--- src/rtl/core/nvqp_pkg.sv ---
// ----------------------------------------------------------------------------
// nvqp_pkg
// Types, constants and helper functions of the NVMe host queue pair engine.
// ----------------------------------------------------------------------------
package nvqp_pkg;

    // Ring geometry
    localparam int MAX_DEPTH = 64;
    localparam int PTR_W     = $clog2(MAX_DEPTH);
    localparam int ENTRY_W   = 7;

    // Reset values of the registers
    localparam logic [ENTRY_W-1:0] RESET_ENTRIES   = ENTRY_W'(MAX_DEPTH);
    localparam logic [7:0]         RESET_QNUM      = 8'd1;
    localparam logic [3:0]         RESET_STRIDE    = 4'd0;
    localparam logic [15:0]        DEFAULT_TIMEOUT = 16'd5000;

    // Doorbell layout
    localparam logic [25:0] DOORBELL_BASE = 26'h1000;

    // Register indexes of the configuration port
    localparam logic [1:0] REG_QUEUE_ENTRIES = 2'd0;
    localparam logic [1:0] REG_QUEUE_NUMBER  = 2'd1;
    localparam logic [1:0] REG_DB_STRIDE     = 2'd2;
    localparam logic [1:0] REG_TIMEOUT       = 2'd3;

    typedef enum logic [1:0] {
        CMD_SUBMIT   = 2'd0,
        CMD_COMPLETE = 2'd1,
        CMD_TICK     = 2'd2,
        CMD_FATAL    = 2'd3
    } cmd_t;

    typedef enum logic [2:0] {
        OC_SUBMITTED = 3'd0,
        OC_COMPLETED = 3'd1,
        OC_PENDING   = 3'd2,
        OC_TIMEOUT   = 3'd3,
        OC_FATAL     = 3'd4,
        OC_BUSY      = 3'd5,
        OC_NOTHING   = 3'd6
    } outcome_t;

    // One result item; field order matches the output tdata packing
    typedef struct packed {
        logic [9:0]       completion_status;
        logic             doorbell_write;
        logic [PTR_W-1:0] doorbell_value;
        logic [25:0]      doorbell_offset;
        logic [15:0]      assigned_cid;
        logic [PTR_W-1:0] sq_slot;
    } result_t;

    // Clamp the configured ring size into the supported range
    function automatic logic [ENTRY_W-1:0] ring_size(input logic [ENTRY_W-1:0] entries);
        logic [ENTRY_W-1:0] n;
        n = entries;
        if (n < ENTRY_W'(2))
            n = ENTRY_W'(2);
        if (n > ENTRY_W'(MAX_DEPTH))
            n = ENTRY_W'(MAX_DEPTH);
        return n;
    endfunction

    // Step a ring pointer, wrapping at the ring size
    function automatic logic [PTR_W-1:0] ring_advance(input logic [PTR_W-1:0]   ptr,
                                                      input logic [ENTRY_W-1:0] size);
        logic [ENTRY_W-1:0] n;
        n = ENTRY_W'(ptr) + ENTRY_W'(1);
        return (n >= size) ? '0 : n[PTR_W-1:0];
    endfunction

    // Byte offset of the tail (is_cq low) or head (is_cq high) doorbell
    function automatic logic [25:0] doorbell_at(input logic [7:0] qnum,
                                                input logic [3:0] code,
                                                input logic       is_cq);
        logic [4:0]  shamt;
        logic [25:0] idx;
        shamt = {1'b0, code} + 5'd2;
        idx   = 26'({qnum, is_cq});
        return DOORBELL_BASE + (idx << shamt);
    endfunction

endpackage

--- src/rtl/core/nvme_host_queue_pair_engine_top.sv ---
// ----------------------------------------------------------------------------
// nvme_host_queue_pair_engine_top
// Host side of one NVMe submission/completion queue pair, one command in flight.
// ----------------------------------------------------------------------------
// Each input item yields exactly one result item, in order. With the output
// free, the result is presented in the cycle after the item is accepted; the
// engine takes one item every cycle while s_tready is high. The event logic
// (pointer advance, doorbell offset shift-add, deadline decrement) settles
// within the accepting cycle and lands in the output buffer. This two-entry
// buffer (result register plus skid register) keeps s_tready high while only
// the result register is full; s_tready drops only while both are full. The
// user must write configuration registers through cfg_we/cfg_index/cfg_data
// only while no item is in progress; the engine does not enforce this.
module nvme_host_queue_pair_engine_top
    import nvqp_pkg::*;
(
    input  logic        clk,
    input  logic        rst_n,
    // configuration
    input  logic        cfg_we,
    input  logic [1:0]  cfg_index,
    input  logic [15:0] cfg_data,
    // input items
    input  logic        s_tvalid,
    output logic        s_tready,
    input  logic [15:0] s_tdata,   // [0] entry_phase, [15:1] entry_status
    input  logic [1:0]  s_tuser,   // [1:0] cmd
    // result items
    output logic        m_tvalid,
    input  logic        m_tready,
    // [5:0] sq_slot, [21:6] assigned_cid, [47:22] doorbell_offset,
    // [53:48] doorbell_value, [54] doorbell_write, [64:55] completion_status,
    // [71:65] zero
    output logic [71:0] m_tdata,
    output logic [2:0]  m_tuser    // [2:0] outcome
);

    // Configuration registers
    logic [ENTRY_W-1:0] entries_reg;
    logic [7:0]         qnum_reg;
    logic [3:0]         stride_reg;
    logic [15:0]        timeout_reg;

    // Queue state
    logic [PTR_W-1:0] tail_reg, tail_next;
    logic [PTR_W-1:0] head_reg, head_next;
    logic             phase_reg, phase_next;
    logic [15:0]      ident_reg, ident_next;
    logic             busy_reg, busy_next;
    logic [15:0]      ticks_reg, ticks_next;

    // Output buffer
    logic     out_valid_reg;
    result_t  out_data_reg;
    outcome_t out_oc_reg;
    logic     skid_valid_reg;
    result_t  skid_data_reg;
    outcome_t skid_oc_reg;

    logic               accept;
    logic               pop;
    cmd_t               cmd;
    logic               in_phase;
    logic [14:0]        in_status;
    logic [ENTRY_W-1:0] size;
    outcome_t           res_oc;
    result_t            res;

    assign cmd       = cmd_t'(s_tuser);
    assign in_phase  = s_tdata[0];
    assign in_status = s_tdata[15:1];
    assign size      = ring_size(entries_reg);

    assign s_tready = !skid_valid_reg;
    assign accept   = s_tvalid && s_tready;
    assign pop      = out_valid_reg && m_tready;

    // Write configuration registers
    always_ff @(posedge clk or negedge rst_n)
    begin
        if (!rst_n)
        begin
            entries_reg <= RESET_ENTRIES;
            qnum_reg    <= RESET_QNUM;
            stride_reg  <= RESET_STRIDE;
            timeout_reg <= DEFAULT_TIMEOUT;
        end
        else if (cfg_we)
        begin
            case (cfg_index)
                REG_QUEUE_ENTRIES: entries_reg <= cfg_data[ENTRY_W-1:0];
                REG_QUEUE_NUMBER:  qnum_reg    <= cfg_data[7:0];
                REG_DB_STRIDE:     stride_reg  <= cfg_data[3:0];
                REG_TIMEOUT:       timeout_reg <= cfg_data;
                default:           entries_reg <= entries_reg;
            endcase
        end
    end

    // Work out the result and next state of the item on the input
    always_comb
    begin
        tail_next  = tail_reg;
        head_next  = head_reg;
        phase_next = phase_reg;
        ident_next = ident_reg;
        busy_next  = busy_reg;
        ticks_next = ticks_reg;
        res        = '0;
        res_oc     = OC_NOTHING;

        if (cmd == CMD_SUBMIT)
        begin
            if (busy_reg)
                res_oc = OC_BUSY;
            else
            begin
                res_oc              = OC_SUBMITTED;
                res.sq_slot         = tail_reg;
                res.assigned_cid    = ident_reg;
                ident_next          = ident_reg + 16'd1;
                tail_next           = ring_advance(tail_reg, size);
                res.doorbell_offset = doorbell_at(qnum_reg, stride_reg, 1'b0);
                res.doorbell_value  = tail_next;
                res.doorbell_write  = 1'b1;
                ticks_next          = timeout_reg;
                busy_next           = 1'b1;
            end
        end
        else if (busy_reg)
        begin
            case (cmd)
                CMD_COMPLETE:
                begin
                    if (in_phase != phase_reg)
                        res_oc = OC_PENDING;
                    else
                    begin
                        head_next = ring_advance(head_reg, size);
                        if (head_next == '0)
                            phase_next = !phase_reg;
                        res_oc                = OC_COMPLETED;
                        res.doorbell_offset   = doorbell_at(qnum_reg, stride_reg, 1'b1);
                        res.doorbell_value    = head_next;
                        res.doorbell_write    = 1'b1;
                        res.completion_status = in_status[9:0];
                        busy_next             = 1'b0;
                    end
                end
                CMD_TICK:
                begin
                    if (ticks_reg == '0)
                    begin
                        res_oc    = OC_TIMEOUT;
                        busy_next = 1'b0;
                    end
                    else
                    begin
                        ticks_next = ticks_reg - 16'd1;
                        res_oc     = OC_PENDING;
                    end
                end
                default:
                begin
                    res_oc    = OC_FATAL;
                    busy_next = 1'b0;
                end
            endcase
        end
    end

    // Hold queue state, advance on each accepted item
    always_ff @(posedge clk or negedge rst_n)
    begin
        if (!rst_n)
        begin
            tail_reg  <= '0;
            head_reg  <= '0;
            phase_reg <= 1'b1;
            ident_reg <= '0;
            busy_reg  <= 1'b0;
            ticks_reg <= '0;
        end
        else if (accept)
        begin
            tail_reg  <= tail_next;
            head_reg  <= head_next;
            phase_reg <= phase_next;
            ident_reg <= ident_next;
            busy_reg  <= busy_next;
            ticks_reg <= ticks_next;
        end
    end

    // Output buffer control: result register, skid register behind it
    always_ff @(posedge clk or negedge rst_n)
    begin
        if (!rst_n)
        begin
            out_valid_reg  <= 1'b0;
            skid_valid_reg <= 1'b0;
        end
        else if (skid_valid_reg)
        begin
            if (pop)
                skid_valid_reg <= 1'b0;
        end
        else if (accept)
        begin
            if (out_valid_reg && !pop)
                skid_valid_reg <= 1'b1;
            else
                out_valid_reg <= 1'b1;
        end
        else if (pop)
            out_valid_reg <= 1'b0;
    end

    // Output buffer payload
    always_ff @(posedge clk)
    begin
        if (skid_valid_reg)
        begin
            if (pop)
            begin
                out_data_reg <= skid_data_reg;
                out_oc_reg   <= skid_oc_reg;
            end
        end
        else if (accept)
        begin
            if (out_valid_reg && !pop)
            begin
                skid_data_reg <= res;
                skid_oc_reg   <= res_oc;
            end
            else
            begin
                out_data_reg <= res;
                out_oc_reg   <= res_oc;
            end
        end
    end

    assign m_tvalid = out_valid_reg;
    assign m_tdata  = {7'd0, out_data_reg};
    assign m_tuser  = out_oc_reg;

endmodule

--- config.mk ---
export PLATFORM = sky130hd
export DESIGN_NAME = nvme_host_queue_pair_engine_top
export DESIGN_NICKNAME = d
export VERILOG_FILES = /design/src/rtl/core/nvqp_pkg.sv /design/src/rtl/core/nvme_host_queue_pair_engine_top.sv
export SDC_FILE = /design/constraint.sdc
export NUM_CORES = 1
export LEC_CHECK = 0
export BUFFER_PORTS_ARGS = -buffer_cell sky130_fd_sc_hd__buf_4
export CORE_MARGIN = 5
export CORE_UTILIZATION = 60
export CTS_BUF_LIST = sky130_fd_sc_hd__clkbuf_4 sky130_fd_sc_hd__clkbuf_8 sky130_fd_sc_hd__clkbuf_16
export CTS_CLUSTER_SIZE = 10
export DETAILED_ROUTE_END_ITERATION = 8
export PLACE_DENSITY = 0.92
export SETUP_SLACK_MARGIN = 0.02
export SKIP_CTS_REPAIR_TIMING = 1
export SLEW_MARGIN = 25
export SYNTH_ARGS = -nofsm -noshare
export SYNTH_HDL_FRONTEND = slang
export SYNTH_SLANG_ARGS = --single-unit
--- constraint.sdc ---
create_clock -name clk -period 11.4 [get_ports clk]
set_input_delay 1.14 -clock clk [delete_from_list [all_inputs] [get_ports clk]]
set_output_delay 1.14 -clock clk [all_outputs]
set_load 0.005 [all_outputs]
==> impl_metrics.tcl <==
set metrics [dict create \
    outcome "finished clean" \
    r2r_cells 9 \
    antenna_found_initial 0 \
    clockBufferDepth 3 \
    fin_skew_ps 16.9 \
    timing.reg2reg.setup_slack_ps 6930 \
    cts_tree "done" \
    htreeDepth 1 \
    via_per_inst 6.31 \
    syn_area_per_cell_um2 11.6 \
    cellPowerDensity_nw_per_um2 239 \
    crit_chain "buf_4 > ha_1 > clkinv_1 > o311ai_1 > o211ai_1 > nor4_1 > nand3_1 > xnor2_1 > a221o_1" \
    critPathBufInv 2 \
    maxSlewHeadroom 0.381 \
    cts_inserted_buffers 26 \
    drv_cap 0 \
    drive_gt1_frac 0.255 \
    vdd_ir_drop_max_v 0.000135 \
    fin_nets 1126 \
    place_area_um2 12100 \
    grt_pass1_wl_mm 41.9 \
    drtIter0Drc 641 \
    drv_slew 0 \
    synth_cells 965 \
    postLayoutCellArea_um2 13000 \
    end_kind "register" \
    finalHoldViolCount 0 \
    tns_ps 0 \
    num_rows 50 \
    fin_crit_sh 0.392 \
    cp_max_fo 34 \
    setup_viol 0 \
    vias 8288 \
    critical-path-top-delay-family "compound AO/OA/AOI/OAI gates" \
    total_power_w 0.00310 \
    synth_warnings 0 \
    whs_path_depth 1 \
    synth-edff-count 136 \
    critPathSlowestCell "ha_1" \
    portBuffers 105 \
    hpwl_mm 17.2 \
    ys_types 79 \
    wire_per_inst_um 19.7 \
    rr_endpoint "m_tdata[44]" \
    wirelength_mm 25.9 \
    synthFlopType "edfxtp_1" \
    die_h_um 147 \
    ys_seq_elements 219 \
    crit-reg2reg-launch "stride_reg[1]" \
    holdWs_ps 477 \
    grt_usage 0.236 \
    area_growth_pct 16.1 \
    drc 0 \
    fmax_ghz 0.224 \
    die_area_um2 21500 \
    syn_area_um2 11200 \
    initial_core_util 0.605 \
    core_area_um2 18500 \
    hold_class "reg -> reg" \
    io_pins 118 \
    gp_congestion 0.903 \
    rsz0062_at_grt "no" \
    crit_type "reg -> reg" \
    clk_latency_ps 530 \
    cpPeakStageDelay_ps 800 \
    p_leak_nw 5.25 \
    path_clk_slew_ps 60 \
    ant_nets 0 \
    seq_area_frac_synth 0.551 \
    cts.sinks 219 \
    start_kind "register" \
    hp-start "ident_reg[15]" \
    grt_max_degree 84 \
    gr-total-overflow 0 \
    hold_end "ident_reg[15]" \
    async_reset_ff_frac 0.379 \
    worst_ep_arrival_time_ps 4750 \
    drt_pass1_iterations 5 \
    cts-root-buf "clkbuf_16" \
    crit_required_ps 11680 \
    worstMarginPinSlew_ps 928 \
    grt_pass1_vias 8141 \
    die_w_um 147 \
    finalCriticalPeriod_ps 4470 \
    diodes 0 \
]
report_power, final:
group | total, W | internal (W) | switching (W)
Sequential | 0.00123 | 0.00111 | 0.000121
Combinational | 0.00109 | 0.000457 | 0.000636
Clock | 0.000784 | 0.000475 | 0.000309
Total | 0.00310 | 0.00204 | 0.00107
layer usage:
metal  global-route usage  up-vias  wire length, µm
met2                0.390      409            12600
met1                0.318     4001            10400
met5                    0        -                0
li1                     -     3809                -
met3               0.0481       69             2220
met4               0.0673        0              676
kinds of logic (layout without fill, tap and decap cells):
family | after synthesis | after routing | share of synthesized area
and+or+nand+nor | 301 | 301 | 0.136
DFF | 219 | 219 | 0.551
AOI/OAI and AO/OA | 204 | 204 | 0.124
muxes | 93 | 93 | 0.0978
buffers and inverters | 86 | 195 | 0.0340
xor gates and xnor gates | 37 | 37 | 0.0303
adders and majority gates | 24 | 24 | 0.0268
other | 1 | 7 | 0.000335
worst reg2reg max path, stage by stage, from the launching register on:
cell	delay, ps
dfrtp_1	350
buf_4	230
ha_1	810
clkinv_1	740
o311ai_1	500
o211ai_1	290
nor4_1	630
nand3_1	160
xnor2_1	190
a221o_1	310
final cells by class:
cell class,count,area [µm²]
sequential,219,6170
fill,1271,5520
multi-input combinational,666,4700
timing repair buffer,117,902
clock buffer,45,800
tap,234,293
inverter,31,116
clock inverter,2,23.8
Yosys cell counts, drive strengths merged, types with 7 or more instances:
master	n	area, µm²
a21oi	32	164
edfxtp	136	4080
mux2i	7	70.1
dfstp	8	210
o31ai	24	180
nor2b	8	50.1
xnor2	19	174
a21o	8	60.1
o21ai	38	190
nand2	78	293
clkbuf	38	144
inv	30	113
o22ai	30	188
nor3	13	65.1
nand4	13	81.3
dfrtp	75	1880
xor2	18	165
o211ai	12	95.1
nor2	63	236
a31oi	7	43.8
and3	19	119
o311ai	11	96.3
buf	17	120
nand3	40	200
mux2	82	927
and2	35	219
ha	24	300
worst max path at each step:
stage,from,slack (ps),cells past startpoint,endpoint
detailed placement,stride_reg[1],7030,9,m_tdata[44]
floorplan,s_tvalid,6130,3,m_tdata[0]
global route,stride_reg[1],6640,9,m_tdata[44]
finish,stride_reg[1],6930,9,m_tdata[44]
global placement,stride_reg[1],7000,9,m_tdata[44]
CTS,stride_reg[1],7060,9,m_tdata[44]
metrics by stage:
| step | std cells | setup slack, ps | utilization |
|---|---|---|---|
| 2_1_floorplan | 971 | 6130 | - |
| 3_3_place_gp | 1266 | 7000 | 0.655 |
| 3_5_place_dp | 1266 | 7030 | 0.656 |
| 4_1_cts | 1313 | 7060 | 0.700 |
| 5_1_grt | 1314 | 6640 | 0.702 |
| 6_report | 1314 | 6930 | 0.702 |
placed cells by master (no fill, tap or decap), types with 5 or more instances in the layout:
master	instances
ha_1	24
nor3_1	13
o22ai_1	30
nand4_1	13
o211ai_1	11
nor2b_1	8
and3_1	18
buf_4	115
mux2i_1	7
xor2_1	17
dfrtp_1	75
a21o_1	8
a31oi_1	7
o31ai_1	24
and2_1	35
clkbuf_16	26
o21a_1	5
xnor2_1	18
conb_1	7
inv_1	29
nor3b_1	5
nand2_1	78
and4_1	5
dfstp_2	8
o21ai_0	35
nor2_1	63
a21oi_1	29
edfxtp_1	136
clkbuf_4	18
mux2_2	81
o311ai_0	10
nand3_1	40
Note: power is estimated with default switching activity, not from simulation.
